`config.mk`:
```
export PLATFORM = sky130hd
export DESIGN_NAME = hst_ram
export DESIGN_NICKNAME = d
export VERILOG_FILES = /design/src/hst_ram.sv
export SDC_FILE = /design/constraint.sdc
export NUM_CORES = 2
export LEC_CHECK = 0
export CORE_MARGIN = 8
export CORE_UTILIZATION = 37
export DETAILED_ROUTE_END_ITERATION = 10
export DONT_BUFFER_PORTS = 1
export GPL_TIMING_DRIVEN = 0
export PLACE_DENSITY = 0.61
export SLEW_MARGIN = 20
export SYNTH_ARGS = -nofsm -noshare
export SYNTH_HDL_FRONTEND = slang
export SYNTH_SLANG_ARGS = --single-unit
export TNS_END_PERCENT = 100
```
`constraint.sdc`:
```
create_clock -name clk -period 4.8 [get_ports clk]
set_input_delay 1.2 -clock clk [delete_from_list [all_inputs] [get_ports clk]]
set_output_delay 1.2 -clock clk [all_outputs]
set_load 0.02 [all_outputs]
```
`src/hst_ram.sv`:
```
// ----------------------------------------------------------------------------
// Generic single-port-write RAM
// One write port and one read port, read data registered.
// ----------------------------------------------------------------------------
module hst_ram #(
  parameter int WIDTH = 8,
  parameter int DEPTH = 256
) (
  input  logic                     clk,
  input  logic                     we,
  input  logic [$clog2(DEPTH)-1:0] waddr,
  input  logic [WIDTH-1:0]         wdata,
  input  logic [$clog2(DEPTH)-1:0] raddr,
  output logic [WIDTH-1:0]         rdata
);

  logic [WIDTH-1:0] mem [DEPTH];

  always_ff @(posedge clk) begin
    if (we) begin
      mem[waddr] <= wdata;
    end
    rdata <= mem[raddr];
  end

endmodule

```
==> results by group <==
Place
  – Post-DP HPWL: 159500 µm
  – Cells after DPL: 6591
  – Final Wtd Congestion: roughly 0.96
  – Buffers on Ports: 0

Critical path
  – Kind of end point of the critical path: flip-flop
  – Register-to-Register Setup Slack: 1.52 ns
  – Crit Path Max Fanout: 10
  – CP max stage cell: clkbuf_1
  – Worst Path Required: 5.47 ns
  – Critical R2R Capture: rdata[3]
  – Crit path to: rdata[4]
  – Register-to-Register Path Depth: 6
  – CP Launch Type: primary input
  – Max incr delay on CP: approximately 0.86 ns
  – Cell breakdown of the critical path: buf_2 > buf_2 > clkbuf_1 > nor2b_1 > o221ai_1 > nor2_1 > nor4_1 > nor4_2
  – Cell mode on critical path: buf_2
  – R2r startpoint: mem[211][3]
  – CP Class: in2reg
  – Crit path from: raddr[3]
  – Worst Path Arrival: 5.39 ns

STA
  – Worst Tran Pin Value: roughly 1.3 ns
  – F_max: 211.8 MHz
  – Hold Vio Cnt, Final: 0
  – Worst Skew: 0.03514 ns
  – Final worst-path cycle share: 98.36%
  – Worst Hold Slack: 0.4917 ns
  – # setup viols final: 0
  – Crit path time final: 4.721 ns
  – Pins Over Slew Limit: 0
  – Max-Slew Margin vs Limit: 14.03%
  – Unrepaired setup endpoints after global routing: false

Detailed routing
  – Detailed Route WL: 243400 µm
  – Via density: 5.974
  – Final routed DRC violation total: 0
  – Antenna-violating nets left: 0
  – Vias post-DR: around 42000
  – Starting DRT DRC Count: 6287
  – Drt pass-1 iters: 8
  – Drt wl/cell: approximately 35 µm

Final layout
  – Share of layout cells above drive strength 1: between 20 and 25%
  – Synth-to-layout area growth: 13.53%
  – NumNets Final: 3983
  – Finished Layout Cells: 6976
  – Commonest non-fill, non-tap cell in the layout: edfxtp_1
  – Most frequent cells in the layout: edfxtp_1 (2048), mux4_2 (454), nor2_1 (271)

Synthesis
  – Yosys cell types: 55
  – Most area-hungry cell type in the Yosys netlist: edfxtp_1
  – Post-Syn Instances: 3733
  – Mapped cell area: 0.07956 mm²
  – Synth Area per Inst: 21.31 µm²
  – Share of the synthesized area in the top cell type: ~77%
  – Largest cells by area after synthesis: edfxtp_1 (77%), mux4_2 (13%), mux2i_1 (1.7%)
  – Post-synth ARST share: 0%
  – Post-synth EDFFs: about 2000
  – #FFs+latches synth: 2056
  – Synth Flop Type: edfxtp_1
  – YS warnings: 0
  – Seq/Total Area, Yosys: 77.50%
  – Synthesized Nets: 3759

Clocking
  – Clock Tree Buf Depth: 3
  – CTS H-tree lvls: 4
  – CTS Root Cell: clkbuf_16
  – Setup bufs post-CTS: 0
  – Hold_buf cts: 0
  – Clock-pin slew on the worst setup and hold paths: 0.06 ns
  – Clk_lat worst skew: 0.84 ns
  – Cts bufs inserted: 201
  – TritonCTS clock tree: built
  – Clock sinks: 2056

Global route
  – Largest net degree at the start of global routing: ~260
  – Initial antenna violation count: 17
  – Gr ovfl total: 0
  – Vias in the first global route: slightly above 40000
  – Gr usage total: 20.62%
  – First-pass GRT wire length: 331200 µm

Power and ir drop
  – Peak supply drop: 0.4112 mV
  – PwrDens: around 410 mW/mm²
  – Total Power: 37.35 mW
  – P_leak: between 20 and 30 nW

Floorplan
  – Die Ht: 479.7 µm
  – Core box area: about 0.21 mm²
  – Rows: between 150 and 200
  – Initial core utilization: a little under two fifths
  – Die ar.: 0.2301 mm²
  – Ports: 34
  – Die extent in x: 479.7 µm

Run status
  – Status: completed

Worst hold path
  – Hold path start: wdata[7]
  – Hold Crit Class: in2reg
  – Hold depth: 0

Flow run
  – Max-Cap Viols: 0
report_power, final:
part,total [mW],internal (mW),switching [mW]
clock,15.8,8.88,6.87
sequential,19.8,19.8,0.0310
combinational,1.77,0.614,1.16
total,37.4,29.3,8.06
cell type report:
type | instances | area (µm²)
well taps | 2838 | 3551
fillers | 18360 | 123900
clock inverters | 118 | 1137
plain buffers | 233 | 1495
flip-flops and latches | 2056 | 61660
clock buffers | 254 | 5386
repair buffers | 21 | 485.5
multi-input cells | 1442 | 16570
inverters | 2 | 7.507
diodes | 12 | 30.03
critical path, delay by kind of cell:
family / cells / cell delay, ns
and+or+nand+nor: 4 / 1.94
buffers and inverters: 3 / 1.87
AOI/OAI and AO/OA: 1 / 0.37
worst min-delay path by stage:
stage,to
global placement,mem[214][7]
detailed placement,rdata[1]
global route,mem[213][7]
floorplan,rdata[3]
CTS,mem[214][7]
finish,mem[214][7]
synthesized netlist by cell type, types with 21 or more instances:
library cell and number:
buf_1 22, buf_6 21, edfxtp_1 2048, nor2_1 282, nor4_1 24, a21oi_1 96, nor3_1 22, a22oi_1 133
nor2b_1 31, nand2_1 33, buf_2 31, o22ai_1 28, o221ai_1 46, mux2i_1 134, clkbuf_1 111, nand3_1 34
buf_4 27, mux4_2 454
registers in the layout, indices dropped and copies added, names as in the netlist:
| name | cells |
|---|---|
| mem | 2048 |
| rdata | 8 |
metal layers:
layer / vias up / track usage (%) / share of wire [%]
met2: 2727 / 31.84 / 46
met3: 541 / 5.104 / 11
li1: 16180 / - / -
met5: - / 0 / 0.018
met4: 8 / 10.30 / 5.7
met1: 22210 / 27.30 / 37
what timing repair did:
| item | CTS | global route |
|---|---|---|
| endpoints found under the setup margin | 1 | 0 |
| resized for setup | 1 | 0 |
| hold endpoints to repair | 0 | 0 |
kinds of logic (layout without fill, tap and decap cells):
family / Yosys count / in the layout / synth area share (%)
buffers and inverters: 235 / 628 / 1.831
multiplexers: 591 / 591 / 14.62
AND/OR/NAND/NOR: 466 / 466 / 2.628
other: 0 / 12 / 0
flip-flops: 2056 / 2056 / 77.50
AO/OA/AOI/OAI: 385 / 385 / 3.419
metrics by stage:
step                      utilization [%]  TNS [ns]  cell area [µm²]  setup slack [ns]
after floorplan                         -         0            79560             1.662
after global placement              38.80    -36.42            83110            -1.394
after detailed placement            39.10    -4.819            83750           -0.9057
after CTS                           42.15         0            90280            0.2170
after global routing                42.16         0            90310            0.2382
final                               42.17         0            90320           0.07889
(Power assumes the default switching activity.)
