[src/hst_pkg.sv]
// ----------------------------------------------------------------------------
// Hashed symbol table package
// Shared widths, codes, result record and control records of the block.
// ----------------------------------------------------------------------------
package hst_pkg;

  // Fixed field widths of the stream items.
  localparam int CHAR_W      = 7;
  localparam int NEW_VALUE_W = 16;
  localparam int VALUE_OUT_W = 16;
  localparam int SLOT_OUT_W  = 8;
  localparam int CMD_W       = 2;
  localparam int STATUS_W    = 3;
  localparam int IN_DATA_W   = 24;
  localparam int OUT_DATA_W  = 32;

  // Character count saturates at the largest value this width holds.
  localparam int CNT_W       = 6;

  // Hash accumulator width.
  localparam int HASH_W      = 32;

  // Parameter defaults.
  localparam int DEF_TABLE_SLOTS    = 256;
  localparam int DEF_MAX_NAME_CHARS = 31;
  localparam int DEF_VALUE_BITS     = 16;

  typedef enum logic [CMD_W-1:0] {
    CMD_INSERT = 2'd0,
    CMD_LOOKUP = 2'd1,
    CMD_SET    = 2'd2,
    CMD_GET    = 2'd3
  } cmd_t;

  typedef enum logic [STATUS_W-1:0] {
    STAT_OK          = 3'd0,
    STAT_EXISTS      = 3'd1,
    STAT_NOT_FOUND   = 3'd2,
    STAT_COLLISION   = 3'd3,
    STAT_ALREADY_SET = 3'd4,
    STAT_TOO_LONG    = 3'd5
  } status_t;

  typedef enum logic [3:0] {
    ST_CLEAR,
    ST_IDLE,
    ST_HASH2,
    ST_MOD_GO,
    ST_MOD,
    ST_SLOT_RD,
    ST_SLOT_CHK,
    ST_CMP_RD,
    ST_CMP_CHK,
    ST_NAME_WR,
    ST_DONE
  } state_t;

  typedef struct packed {
    logic clear;
    logic step;
  } hash_ctl_t;

  typedef struct packed {
    logic [SLOT_OUT_W-1:0]  slot;
    logic                   value_valid;
    logic [VALUE_OUT_W-1:0] value_out;
    logic                   found;
    status_t                status;
  } result_t;

endpackage

[src/hst_mod_unit.sv]
// ----------------------------------------------------------------------------
// Slot remainder unit
// Reduces the hash modulo the slot count with a scaled-reciprocal multiply,
// a back-multiply and one compare and subtract; a power-of-two slot count is
// a plain mask.
// ----------------------------------------------------------------------------
module hst_mod_unit
  import hst_pkg::*;
#(
  parameter int TABLE_SLOTS = DEF_TABLE_SLOTS
) (
  input  logic                           clk,
  input  logic                           rst,
  input  logic                           start,
  input  logic [HASH_W-1:0]              dividend,
  output logic                           done,
  output logic [$clog2(TABLE_SLOTS)-1:0] rem
);

  localparam int SLOT_W = $clog2(TABLE_SLOTS);
  localparam int RW     = SLOT_W + 1;
  localparam bit POW2   = (TABLE_SLOTS & (TABLE_SLOTS - 1)) == 0;
  // 2^32 / TABLE_SLOTS rounded down. The quotient estimate it gives is low by
  // at most one, so the first remainder stays below twice the slot count.
  localparam longint unsigned   RECIP_L = (64'd1 << HASH_W) / TABLE_SLOTS;
  localparam logic [HASH_W-1:0] RECIP   = HASH_W'(RECIP_L);
  localparam logic [RW-1:0]     MODULUS = RW'(TABLE_SLOTS);

  logic              est_busy;
  logic              fix_busy;
  logic [RW-1:0]     hold;
  logic [RW-1:0]     quo;
  logic [RW-1:0]     quo_next;
  logic [RW-1:0]     rough;
  logic [SLOT_W-1:0] rem_r;

  // The remainder fits in RW bits, so only the low bits of the quotient and
  // of the dividend take part in the back-multiply.
  assign quo_next = RW'(({{HASH_W{1'b0}}, dividend} * {{HASH_W{1'b0}}, RECIP}) >> HASH_W);
  assign rem      = rem_r;

  always_ff @(posedge clk) begin
    if (rst) begin
      est_busy <= 1'b0;
      fix_busy <= 1'b0;
      done     <= 1'b0;
    end else begin
      est_busy <= start && !POW2;
      fix_busy <= est_busy;
      done     <= (start && POW2) || fix_busy;
    end
  end

  always_ff @(posedge clk) begin
    if (start) begin
      hold <= dividend[RW-1:0];
      quo  <= quo_next;
      if (POW2) begin
        rem_r <= dividend[SLOT_W-1:0];
      end
    end
    if (est_busy) begin
      rough <= hold - quo * MODULUS;
    end
    if (fix_busy) begin
      rem_r <= (rough >= MODULUS) ? SLOT_W'(rough - MODULUS) : rough[SLOT_W-1:0];
    end
  end

endmodule

[config.mk]
export PLATFORM = sky130hd
export DESIGN_NAME = hst_mod_unit
export DESIGN_NICKNAME = d
export VERILOG_FILES = /design/src/hst_pkg.sv /design/src/hst_mod_unit.sv
export SDC_FILE = /design/constraint.sdc
export NUM_CORES = 1
export LEC_CHECK = 0
export BUFFER_PORTS_ARGS = -buffer_cell sky130_fd_sc_hd__clkbuf_2
export CAP_MARGIN = 25
export CORE_AREA = 2 2 39 41
export CTS_BUF_LIST = sky130_fd_sc_hd__clkbuf_8 sky130_fd_sc_hd__clkbuf_16
export DETAILED_ROUTE_END_ITERATION = 12
export DIE_AREA = 0 0 41 43
export PLACE_DENSITY = 0.67
export SYNTH_ARGS = -nofsm -noshare
export SYNTH_HDL_FRONTEND = slang
export SYNTH_SLANG_ARGS = --single-unit
[constraint.sdc]
create_clock -name clk -period 0.8 [get_ports clk]
set_input_delay 0.08 -clock clk [delete_from_list [all_inputs] [get_ports clk]]
set_output_delay 0.08 -clock clk [all_outputs]
set_load 0.01 [all_outputs]
==> impl_metrics.env <==
export IMPL_status="finished with violations"
export IMPL_violations="setup timing"
export IMPL_core_um2=1384
export IMPL_via_per_inst=3.449
export IMPL_seq_area_um2=260.3
export IMPL_final_common_cell="clkbuf_2"
export IMPL_crit_arrival_ps=750
export IMPL_dp_cells=45
export IMPL_grt_pass1_wl_um=779
export IMPL_path_depth=1
export IMPL_syn_instance_count=10
export IMPL_synth_xor_area_share_pct=0
export IMPL_hold_class="in -> reg"
export IMPL_grt_usage_pct=7.260
export IMPL_start_util_pct=19.80
export IMPL_via_count=169
export IMPL_hold_ws_ps=29.85
export IMPL_p_leak_nw=0.1997
export IMPL_multi_input_area_um2=13.76
export IMPL_synth_simple_area_share_pct=5.023
export IMPL_yosys_top_cells_area="edfxtp_1 (88%), dfxtp_1 (7.3%), nor2b_4 (5.0%)"
export IMPL_first_pass_iters=3
export IMPL_worstPathRequired_ps=720
export IMPL_path_cells="clkbuf_2"
export IMPL_syn_to_final_growth_pct=58.45
export IMPL_syn_cell_area_um2=274.0
export IMPL_layout_min_cycle_time_ps=828.5
export IMPL_ys_types=3
export IMPL_drt_first_iter_violations=7
export IMPL_numCtsBuffers=3
export IMPL_routed_wl_um=518
export IMPL_n_fill_cell=130
export IMPL_htreeDepth=1
export IMPL_report_final_setup_viol=4
export IMPL_yosys_warnings=0
export IMPL_synth_compound_area_share_pct=0
export IMPL_clock_sinks=9
export IMPL_dieHeight_um=43
export IMPL_crit_path_end_kind="output port"
export IMPL_rows=14
export IMPL_synth_top_area_share_pct=87.67
export IMPL_clockBufferDepth=2
export IMPL_postCtsSetupRepairBufs=0
export IMPL_synth_top_family_by_area="simple AND/OR/NAND/NOR gates"
export IMPL_p_per_area_nw_per_um2=2621
export IMPL_cts_hold_buffers=0
export IMPL_crit_fanout=1
export IMPL_crit_path_start="rem[5]$_DFFE_PP_"
export IMPL_antenna_found_initial=0
export IMPL_portBuffers=19
export IMPL_report_final_hold_viol_count=0
export IMPL_clkTransAtPathRegs_ps=40
export IMPL_drc=0
export IMPL_fin_crit_sh_pct=103.6
export IMPL_synth_area_leader_cell="edfxtp_1"
export IMPL_synthAdderAreaFrac_pct=0
export IMPL_place_congestion=0.6811
export IMPL_cap_violations=0
export IMPL_syn_avg_cell_area_um2=27.40
export IMPL_nets=69
export IMPL_grt_pass1_vias=174
export IMPL_synthMuxAreaShare_pct=0
export IMPL_grt_max_degree=10
export IMPL_endpoint="rem[5]"
export IMPL_ir_worst_vdd_mv=1.138
export IMPL_relSlewSlack_pct=86.40
export IMPL_dieArea_um2=1763
export IMPL_most_common_layout_cells="clkbuf_2 (18), edfxtp_1 (8), clkbuf_8 (3)"
export IMPL_syn_nets=45
export IMPL_root_buffer="clkbuf_8"
export IMPL_worst_path_buf_inv=1
export IMPL_cts_tree="yes"
export IMPL_fmax_ghz=1.207
export IMPL_final_layout_size_suffix_gt1_share_pct=69.70
export IMPL_wl_per_cell_um=10.57
export IMPL_setup_slack_ps=-28.46
export IMPL_ios=44
export IMPL_max_slew_worst_pin_slew_ps=204.0
export IMPL_cpPeakStageDelay_ps=380
export IMPL_ys_seq_area_share_pct=94.98
export IMPL_synth_seq_cells=9
export IMPL_critPathTopFamily="flip-flops"
export IMPL_ant_nets=0
export IMPL_rsz0062_at_grt="yes"
export IMPL_die_w_um=41
export IMPL_final_cells=49
export IMPL_diodes=0
export IMPL_worstSetupPathType="reg -> out"
export IMPL_overflow=0
export IMPL_critPathLaunchType="register"
export IMPL_slew_viol_final=0
export IMPL_slowest_stage="edfxtp_1"
[synthesized netlist by cell type, drive strengths merged]
library cell / instances
dfxtp: 1
edfxtp: 8
nor2b: 1
[per-stage QoR]
step / setup TNS [ps] / power, W / cell area, µm² / setup slack [ps] / util (%)
6_report: -55.91 / 0.001138 / 434.2 / -28.46 / 31.37
5_1_grt: -267.9 / 0.001198 / 434.2 / -57.54 / 31.37
2_1_floorplan: 0 / 0.0005944 / 274.0 / 326.2 / -
4_1_cts: -104.4 / 0.001154 / 434.2 / -40.90 / 31.37
3_5_place_dp: 0 / 0.0006632 / 389.1 / 194.4 / 28.12
3_3_place_gp: 0 / 0.0006600 / 389.1 / 204.9 / 28.12
[final cells by class]
| class | instances | share of cell area (%) |
|---|---|---|
| flip-flops and latches | 9 | 59.94 |
| repair buffers | 19 | 21.90 |
| clock buffers | 3 | 9.510 |
| well taps | 16 | 4.611 |
| multi-input cells | 1 | 3.170 |
| clock inverters | 1 | 0.8646 |
[power by group]
part / leakage, nW / total [W] / switching [W] / internal, W
clock network: 0.0269 / 0.000485 / 0.000154 / 0.000332
registers: 0.0866 / 0.000564 / 0.0000110 / 0.000553
logic: 0.0862 / 0.0000882 / 0.0000454 / 0.0000428
[routing by layer]
| metal | GRT usage [%] | vias to the layer above | share of wire (%) |
|---|---|---|---|
| met5 | 0 | - | 0 |
| met4 | 6.000 | 0 | 0 |
| met3 | 4.188 | 0 | 20 |
| met2 | 6.875 | 20 | 31 |
| met1 | 10.92 | 66 | 48 |
| li1 | - | 83 | - |
[registers in the layout, indices dropped and copies added (netlist names)]
signal  count
rem         8
done        1
[worst min-delay path by stage]
| stage | start | to | slack, ps | depth (start not counted) |
|---|---|---|---|---|
| after floorplan | rst | done$_SDFF_PP0_ | 140 | 1 |
| after global placement | dividend[2] | rem[2]$_DFFE_PP_ | 260 | 1 |
| after detailed placement | dividend[0] | rem[0]$_DFFE_PP_ | 260 | 1 |
| after CTS | dividend[0] | rem[0]$_DFFE_PP_ | 30 | 1 |
| after global routing | dividend[1] | rem[1]$_DFFE_PP_ | 30 | 1 |
| final | dividend[1] | rem[1]$_DFFE_PP_ | 30 | 1 |
[cell families after synthesis]
| logic type | after synthesis |
|---|---|
| DFF | 9 |
| and+or+nand+nor | 1 |
[what timing repair did]
| item | 4_1_cts | 5_1_grt |
|---|---|---|
| setup endpoints to repair | 6 | 8 |
| gates resized for setup | 0 | 1 |
| cloned | 0 | 0 |
Note: power is estimated with default switching activity, not from simulation.
