==> src/hst_pkg.sv <==
// ----------------------------------------------------------------------------
// Hashed symbol table package
// Shared widths, codes, result record and control records of the block.
// ----------------------------------------------------------------------------
package hst_pkg;

  // Fixed field widths of the stream items.
  localparam int CHAR_W      = 7;
  localparam int NEW_VALUE_W = 16;
  localparam int VALUE_OUT_W = 16;
  localparam int SLOT_OUT_W  = 8;
  localparam int CMD_W       = 2;
  localparam int STATUS_W    = 3;
  localparam int IN_DATA_W   = 24;
  localparam int OUT_DATA_W  = 32;

  // Character count saturates at the largest value this width holds.
  localparam int CNT_W       = 6;

  // Hash accumulator width.
  localparam int HASH_W      = 32;

  // Parameter defaults.
  localparam int DEF_TABLE_SLOTS    = 256;
  localparam int DEF_MAX_NAME_CHARS = 31;
  localparam int DEF_VALUE_BITS     = 16;

  typedef enum logic [CMD_W-1:0] {
    CMD_INSERT = 2'd0,
    CMD_LOOKUP = 2'd1,
    CMD_SET    = 2'd2,
    CMD_GET    = 2'd3
  } cmd_t;

  typedef enum logic [STATUS_W-1:0] {
    STAT_OK          = 3'd0,
    STAT_EXISTS      = 3'd1,
    STAT_NOT_FOUND   = 3'd2,
    STAT_COLLISION   = 3'd3,
    STAT_ALREADY_SET = 3'd4,
    STAT_TOO_LONG    = 3'd5
  } status_t;

  typedef enum logic [3:0] {
    ST_CLEAR,
    ST_IDLE,
    ST_HASH2,
    ST_MOD_GO,
    ST_MOD,
    ST_SLOT_RD,
    ST_SLOT_CHK,
    ST_CMP_RD,
    ST_CMP_CHK,
    ST_NAME_WR,
    ST_DONE
  } state_t;

  typedef struct packed {
    logic clear;
    logic step;
  } hash_ctl_t;

  typedef struct packed {
    logic [SLOT_OUT_W-1:0]  slot;
    logic                   value_valid;
    logic [VALUE_OUT_W-1:0] value_out;
    logic                   found;
    status_t                status;
  } result_t;

endpackage

==> src/hst_hash_unit.sv <==
// ----------------------------------------------------------------------------
// Hash step unit
// Holds the hash and applies h = (h + c) * c once per step; two steps per
// character give the full update.
// ----------------------------------------------------------------------------
module hst_hash_unit
  import hst_pkg::*;
(
  input  logic              clk,
  input  logic              rst,
  input  hash_ctl_t         ctl,
  input  logic [CHAR_W-1:0] c,
  output logic [HASH_W-1:0] hash
);

  logic [HASH_W-1:0] c_ext;
  logic [HASH_W-1:0] product;

  assign c_ext   = HASH_W'(c);
  assign product = (hash + c_ext) * c_ext;

  always_ff @(posedge clk) begin
    if (rst || ctl.clear) begin
      hash <= '0;
    end else if (ctl.step) begin
      hash <= product;
    end
  end

endmodule

==> config.mk <==
export PLATFORM = sky130hd
export DESIGN_NAME = hst_hash_unit
export DESIGN_NICKNAME = d
export VERILOG_FILES = /design/src/hst_pkg.sv /design/src/hst_hash_unit.sv
export SDC_FILE = /design/constraint.sdc
export NUM_CORES = 1
export LEC_CHECK = 0
export BUFFER_PORTS_ARGS = -buffer_cell sky130_fd_sc_hd__buf_2
export CORE_ASPECT_RATIO = 1.25
export CORE_MARGIN = 10
export CORE_UTILIZATION = 65
export CTS_BUF_LIST = sky130_fd_sc_hd__clkbuf_8
export DETAILED_ROUTE_END_ITERATION = 10
export MAX_ROUTING_LAYER = met4
export PLACE_DENSITY = 0.84
export SLEW_MARGIN = 20
export SYNTH_ARGS = -nofsm -noshare
export SYNTH_HDL_FRONTEND = slang
export SYNTH_SLANG_ARGS = --single-unit
==> constraint.sdc <==
create_clock -name clk -period 9.5 [get_ports clk]
set_input_delay 0 -clock clk [delete_from_list [all_inputs] [get_ports clk]]
set_output_delay 0 -clock clk [all_outputs]
set_load 0.01 [all_outputs]
==> reports/metrics.yaml, run 1 <==
run_status:
  status: "completed"
floorplan:
  placementRows: 44
  die_x_um: 118
  die_area_mm2: 0.0168
  io_pins: 43
  die_h_um: 142
  start_util_pct: 66.7
  design.core.area_mm2: 0.0117
setup_path:
  cp_max_fo: 7
  arrival_ns: 7.72
  reg2reg_from: "hash[0]"
  start_kind: "register"
  timing.reg2reg.setup_slack_ns: 1.96
  ff2ff_path_depth: 25
  rr_endpoint: "hash[24]"
  worst-setup-path-type: "register to register"
  worstPathRequired_ns: 9.67
  worstSetupEndpointType: "register"
cts:
  postCtsSetupBuffers: 0
  postCtsHoldBufs: 0
  clk_pin_slew_ns: 0.07
  ctsResizeCount: 0
  cts_buffers: 5
  clock-sinks: 32
  cts_tree: "built"
  cts_root_buffer: "clkbuf_8"
  clock_path_buffers: 2
  clock_latency_ns: 0.29
  htreeDepth: 2
finish:
  multi_input_area_mm2: 0.00657
  top_register: "hash"
  largest_registers: "hash: 32 flops"
  final_area_mm2: 0.00817
  finalNetCount: 1100
  fin_util_pct: 70.0
  area_growth_pct: 5.02
  largest_reg_flops: 32
  antenna_cells: 0
  regArea_um2: 641
  layout-drive-gt1-share_pct: 6.37
  num-fill-cells: 961
global_routing:
  grt_usage_pct: 23.1
  antenna_found_initial: 0
  grt_max_degree: 35
  grt_pass1_wl_mm: 31.6
  grt_pass1_vias: 6688
  grt_remaining_overflow: 0
yosys:
  ys_types: 50
  syn_inst: 890
  synth_top_flop_cell: "dfxtp_1"
  synth_area_mm2: 0.00778
  synth_edf_count: 0
  async_flop_share_pct: 0
  ys_ff_latch: 32
  synth_area_per_cell_um2: 8.74
  synth_warnings: 0
  syn_nets: 1080
  yosysSeqAreaShare_pct: 8.23
drt:
  antenna_left: 0
  avgViaCountPerCell: 5.75
  drtPass1Iterations: 5
  wirelength_mm: 18.1
  drc: 0
  first_iter_violations: 353
  wl_per_cell_um: 16.9
  vias: 6162
timing:
  finalSetupViolCount: 0
  tightestPinTransition_ns: 0.941
  finalHoldViolCount: 0
  relSlewSlack_pct: 37.1
  rsz0062_at_grt: "no"
  timing.final.crit_period_ns: 7.54
  worst_clock_skew_ns: 0.00183
  fmax_mhz: 133
  fin_setup_tns_ns: 0
  setup_slack_ns: 1.96
  finalCritPeriodShare_pct: 79.4
  slew_viol_final: 0
min_path:
  hold_end: "hash[23]"
  holdCritPathClass: "input port to register"
  whs_path_depth: 4
  hold_start: "rst"
power:
  peakVddDrop_uv: 188
  power.leakage_nw: 4.05
  total_power_w: 0.00173
  power.density_mw_per_mm2: 212
place:
  place.gp.congestion: 0.884
  io_buffers: 42
  dp_hpwl_mm: 14.3
  dpl-instance-area_mm2: 0.00808
  pre_cts_ws_ns: 1.84
job:
  cap_viol_max_count: 0
## cell usage after synthesis, drive strengths merged, types with 2 or more instances
cell type	n	area (µm²)
a211oi	9	77.6
xnor2	32	280
dfxtp	32	641
clkbuf	26	97.6
a21oi	32	164
a21o	17	128
a31oi	4	25.0
o41ai	2	36.3
a2111oi	2	17.5
o211ai	2	15.0
fa	133	2660
nand2b	25	156
and3	6	38.8
nand4	9	68.8
nor3	11	66.3
and4	4	36.3
nand3	18	90.1
o21ai	13	65.1
xnor3	2	45.0
inv	123	462
nor2b	102	638
and2	46	288
buf	3	13.8
xor2	30	263
o21a	5	37.5
o21bai	6	45.0
nor2	49	184
mux2i	21	210
ha	46	576
nand2	68	255
## worst max-delay path by stage
stage,from,depth (start not counted),slack (ns),to
2_1_floorplan,hash[0],25,2.94,hash[24]
3_3_place_gp,c[0],26,1.95,hash[24]
3_5_place_dp,c[0],26,1.84,hash[27]
4_1_cts,hash[0],25,1.97,hash[24]
5_1_grt,hash[0],25,1.45,hash[24]
6_report,hash[0],25,1.96,hash[24]
## cells by family (layout without fill, tap and decap cells)
logic type	Yosys count	in the layout	synth area share (%)
XOR/XNOR	64	64	7.56
multiplexers	21	21	2.70
buffers and inverters	152	173	7.36
flip-flops	32	32	8.23
AND/OR/NAND/NOR	341	341	23.7
AO/OA/AOI/OAI	101	101	8.86
adder cells (fa/ha/maj)	179	179	41.6
## power by group
group | leakage (nW) | internal [W] | switching, W
sequential | 0.259 | 0.000152 | 0.0000290
clock | 0.0538 | 0.0000570 | 0.0000528
combinational | 3.74 | 0.000601 | 0.000839
## cell type report
type,count,area share [%]
clock inverters,2,0.0919
multi-input cells,706,80.4
well taps,161,2.47
inverters,123,5.65
repair buffers,42,2.57
clock buffers,6,1.01
flip-flops and latches,32,7.84
## cells in the final DEF (no fill, tap or decap), types with 13 or more instances in the layout
master    netlist  final
a21o_1         17     17
a21oi_1        31     31
and2_1         46     46
buf_2           2     42
dfxtp_1        32     32
fa_1          133    133
ha_1           46     46
inv_1         123    125
mux2i_1        21     21
nand2_1        68     68
nand2b_1       25     25
nand3_1        18     18
nor2_1         49     49
nor2b_1       102    102
o21ai_0        13     13
xnor2_1        32     32
xor2_1         30     30
## layer usage
layer	track usage, %	wire (µm)	vias up
met3	2.66	874	42
met5	-	0	-
met2	40.9	9610	180
met1	27.1	7270	3090
met4	7.17	363	0
li1	-	-	2850
## critical path, stage by stage (launching register included)
cell	delay, ns
dfxtp_1	0.33
ha_1	0.21
fa_1	0.43
a211oi_1	0.29
nor2_1	0.09
a211oi_1	0.26
nand2b_1	0.15
a21boi_0	0.11
xnor2_1	0.54
nor2b_1	0.17
fa_1	0.54
fa_1	0.52
fa_1	0.50
inv_1	0.05
fa_1	0.47
inv_1	0.04
ha_1	0.34
a2111oi_0	0.35
o21ai_0	0.26
a32oi_1	0.35
o21ai_0	0.24
a2111oi_0	0.44
nor3_1	0.17
a41oi_1	0.31
xor2_1	0.17
o21ai_0	0.08
## per-stage QoR
step                hold WS, ns  std cells
floorplan                 0.219        890
global placement          0.335       1064
detailed placement        0.349       1064
CTS                      0.0482       1072
global route             0.0769       1072
finish                   0.0528       1072
Note: power is estimated with default switching activity, not from simulation.
==> run 2: changes to the inputs <==
--- a/config.mk
+++ b/config.mk
@@ -8,11 +8,11 @@
 export BUFFER_PORTS_ARGS = -buffer_cell sky130_fd_sc_hd__buf_2
 export CORE_ASPECT_RATIO = 1.25
 export CORE_MARGIN = 10
-export CORE_UTILIZATION = 65
+export CORE_UTILIZATION = 59
 export CTS_BUF_LIST = sky130_fd_sc_hd__clkbuf_8
 export DETAILED_ROUTE_END_ITERATION = 10
 export MAX_ROUTING_LAYER = met4
-export PLACE_DENSITY = 0.84
+export PLACE_DENSITY = 0.81
 export SLEW_MARGIN = 20
 export SYNTH_ARGS = -nofsm -noshare
 export SYNTH_HDL_FRONTEND = slang
==> constraint.sdc (replaced) <==
create_clock -name clk -period 6.25 [get_ports clk]
set_input_delay 0 -clock clk [delete_from_list [all_inputs] [get_ports clk]]
set_output_delay 0 -clock clk [all_outputs]
set_load 0.01 [all_outputs]
==> run 2 against run 1 <==
Compared with the run above: the run now ends with negative setup slack left; sequential cell count is the same; largest power group unchanged; critical endpoint is now hash[31]; largest cell class unchanged; final area is 18% higher; cell count is 12% higher.
==> reports/metrics.yaml, run 2 (same netlist as run 1, synthesis figures left out) <==
finish:
  largest_reg_flops: 32  # unchanged
  layout_common_cells: "129 x fa_1, 123 x inv_1, 111 x buf_4"
  top_register: "hash"
  num-fill-cells: 817  # -15%
  area_growth_pct: 23.9
  layout-drive-gt1-share_pct: 24.7  # +18 points
  final_common_cell: "fa_1"
  finalNetCount: 1218  # +11%
  largest_registers: "hash: 32 flops"
power:
  power.density_mw_per_mm2: 363  # +71%
  peakVddDrop_uv: 354  # +88%
  power_frac_comb_pct: 87.0  # +3.8 points
  p_seq_share_pct: 7.9  # -2.6 points
  p_sw_share_pct: 49.6  # -3.6 points
  power.leakage_nw: 4.73  # +17%
  p_clk_share_pct: 5.1  # -1.2 points
  intPower_w: 0.00176  # +120%
  total_power_w: 0.00350  # +100%
  p_switching_w: 0.00174  # +88%
setup_path:
  slowest_stage: "fa_1"
  ff2ff_path_depth: 25  # unchanged
  timing.critical_path.mode_cell: "fa_1"
  worst-setup-path-type: "register to register"
  start_kind: "register"
  critPathBufInv: 3  # +1
  max_stage_delay_ns: 0.59  # +0.05 ns
  cp_top_family: "adder cells"
  reg2reg_from: "hash[3]"
  rr_endpoint: "hash[31]"
  worstPathRequired_ns: 6.44  # -3.23 ns
  cp_max_fo: 6  # -1
  arrival_ns: 6.61  # -1.11 ns
  worstSetupEndpointType: "register"
  timing.reg2reg.setup_slack_ns: -0.17  # -2.13 ns
timing:
  timing.final.crit_period_ns: 6.42  # -1.12 ns
  relSlewSlack_pct: 42.7  # +5.6 points
  worst_clock_skew_ns: 0.0118  # +0.00997 ns
  rsz0062_at_grt: "yes"
  slew_viol_final: 0  # unchanged
  finalSetupViolCount: 7  # +7
  fmax_mhz: 156  # +18%
  tightestPinTransition_ns: 0.859  # -0.0821 ns
  finalCritPeriodShare_pct: 103  # +23 points
  finalHoldViolCount: 0  # unchanged
  fin_setup_tns_ns: -0.666  # -0.666 ns
  setup_slack_ns: -0.169  # -2.13 ns
  hold_slack_ns: 0.0575  # +0.00466 ns
min_path:
  holdCritPathClass: "input port to register"
  whs_path_depth: 4  # unchanged
  hold_end: "hash[23]"
  hold_start: "rst"
floorplan:
  die_h_um: 148  # +4.3%
  die_x_um: 123  # +4.1%
  start_util_pct: 60.6  # -6.0 points
  design.core.area_mm2: 0.0128  # +10%
  io_pins: 43  # unchanged
  die_area_mm2: 0.0182  # +8.6%
  placementRows: 46  # +4.5%
global_routing:
  grt_usage_pct: 25.2  # +2.0 points
  grt_pass1_vias: 7540  # +13%
  antenna_found_initial: 1  # +1
  grt_max_degree: 34  # -2.9%
  use_met1_pct: 27.8  # +0.72 points
  gr-max-usage-layer: "met2"
  grt_remaining_overflow: 0  # unchanged
  grtUsageMet2_pct: 43.9  # +3.0 points
  grt_pass1_wl_mm: 36.1  # +14%
  grt_use_met3_pct: 3.45  # +0.79 points
place:
  place.gp.congestion: 0.936  # +5.8%
  io_buffers: 42  # unchanged
  dp_hpwl_mm: 16.3  # +13%
drt:
  avgViaCountPerCell: 5.77  # +0.34%
  antenna_left: 0  # unchanged
  first_iter_violations: 467  # +32%
  drtPass1Iterations: 5  # unchanged
  wirelength_mm: 22.1  # +22%
  vias: 6910  # +12%
  wl_per_cell_um: 18.5  # +9.2%
  drc: 0  # unchanged
cts:
  clock_latency_ns: 0.31  # +0.02 ns
  htreeDepth: 2  # unchanged
  cts_root_buffer: "clkbuf_8"
  clk_pin_slew_ns: 0.08  # about the same
  clock_path_buffers: 2  # unchanged
  cts_tree: "built"
  clock-sinks: 32  # unchanged
  cts_buffers: 5  # unchanged
job:
  cap_viol_max_count: 0  # unchanged
run_status:
  failed_checks: "negative setup slack"
  status: "finished with violations"
run 2: how the worst max path moves through the flow:
stage / to / start / slack (ns) / cells after the start
after floorplan: hash[27] / hash[0] / 0.01 / 24
after global placement: hash[28] / hash[1] / -0.34 / 26
after detailed placement: hash[24] / hash[0] / -0.59 / 26
after CTS: hash[28] / hash[0] / -0.06 / 28
after global routing: hash[27] / hash[3] / -0.45 / 25
final: hash[31] / hash[3] / -0.17 / 25
run 2: per-stage QoR:
stage / std cells / area, µm² / setup slack (ns) / util, %
after floorplan: 890 / 7790 / 0.0117 / -
after global placement: 1176 / 8890 / -0.340 / 69.3
after detailed placement: 1176 / 8890 / -0.594 / 69.3
after CTS: 1193 / 9380 / -0.0630 / 73.0
after global routing: 1198 / 9640 / -0.448 / 75.1
final: 1198 / 9640 / -0.169 / 75.1
run 2: cell type report:
class                   count  area, µm²  share of cell area (%)
diodes                      1       2.50                  0.0259
clock buffers               6       82.6                   0.856
clock inverters             2       10.0                   0.104
inverters                 123        462                    4.79
multi-input cells         706       7110                    73.7
flip-flops and latches     32        643                    6.67
well taps                 168        210                    2.18
repair buffers            160       1120                    11.6
run 2: power groups by stage:
stage / sequential, W / clock (W) / combinational (W)
after detailed placement: 0.000274 / 0 / 0.00259
final: 0.000277 / 0.000178 / 0.00304
after floorplan: 0.000275 / 0 / 0.00170
after global placement: 0.000274 / 0 / 0.00252
after global routing: 0.000279 / 0.000185 / 0.00339
after CTS: 0.000272 / 0.000178 / 0.00281
run 2: timing repair:
item,CTS,global route
endpoints found under the hold margin,0,0
cloned,0,0
resized for setup,65,44
pin swaps,42,35
hold buffers,0,0
setup buffers,11,5
endpoints found under the setup margin,16,18
run 2: routing by layer:
metal	part of all wire (%)	vias to the layer above
li1	-	3081
met1	37	3448
met2	52	290
met3	5.7	91
met4	4.8	0
met5	0	-
run 2: tightest hold or removal path, cell delays in order:
cell and delay, ns:
buf_2 0.08, nor2_1 0.09, nand3_1 0.10, o21ai_1 0.06
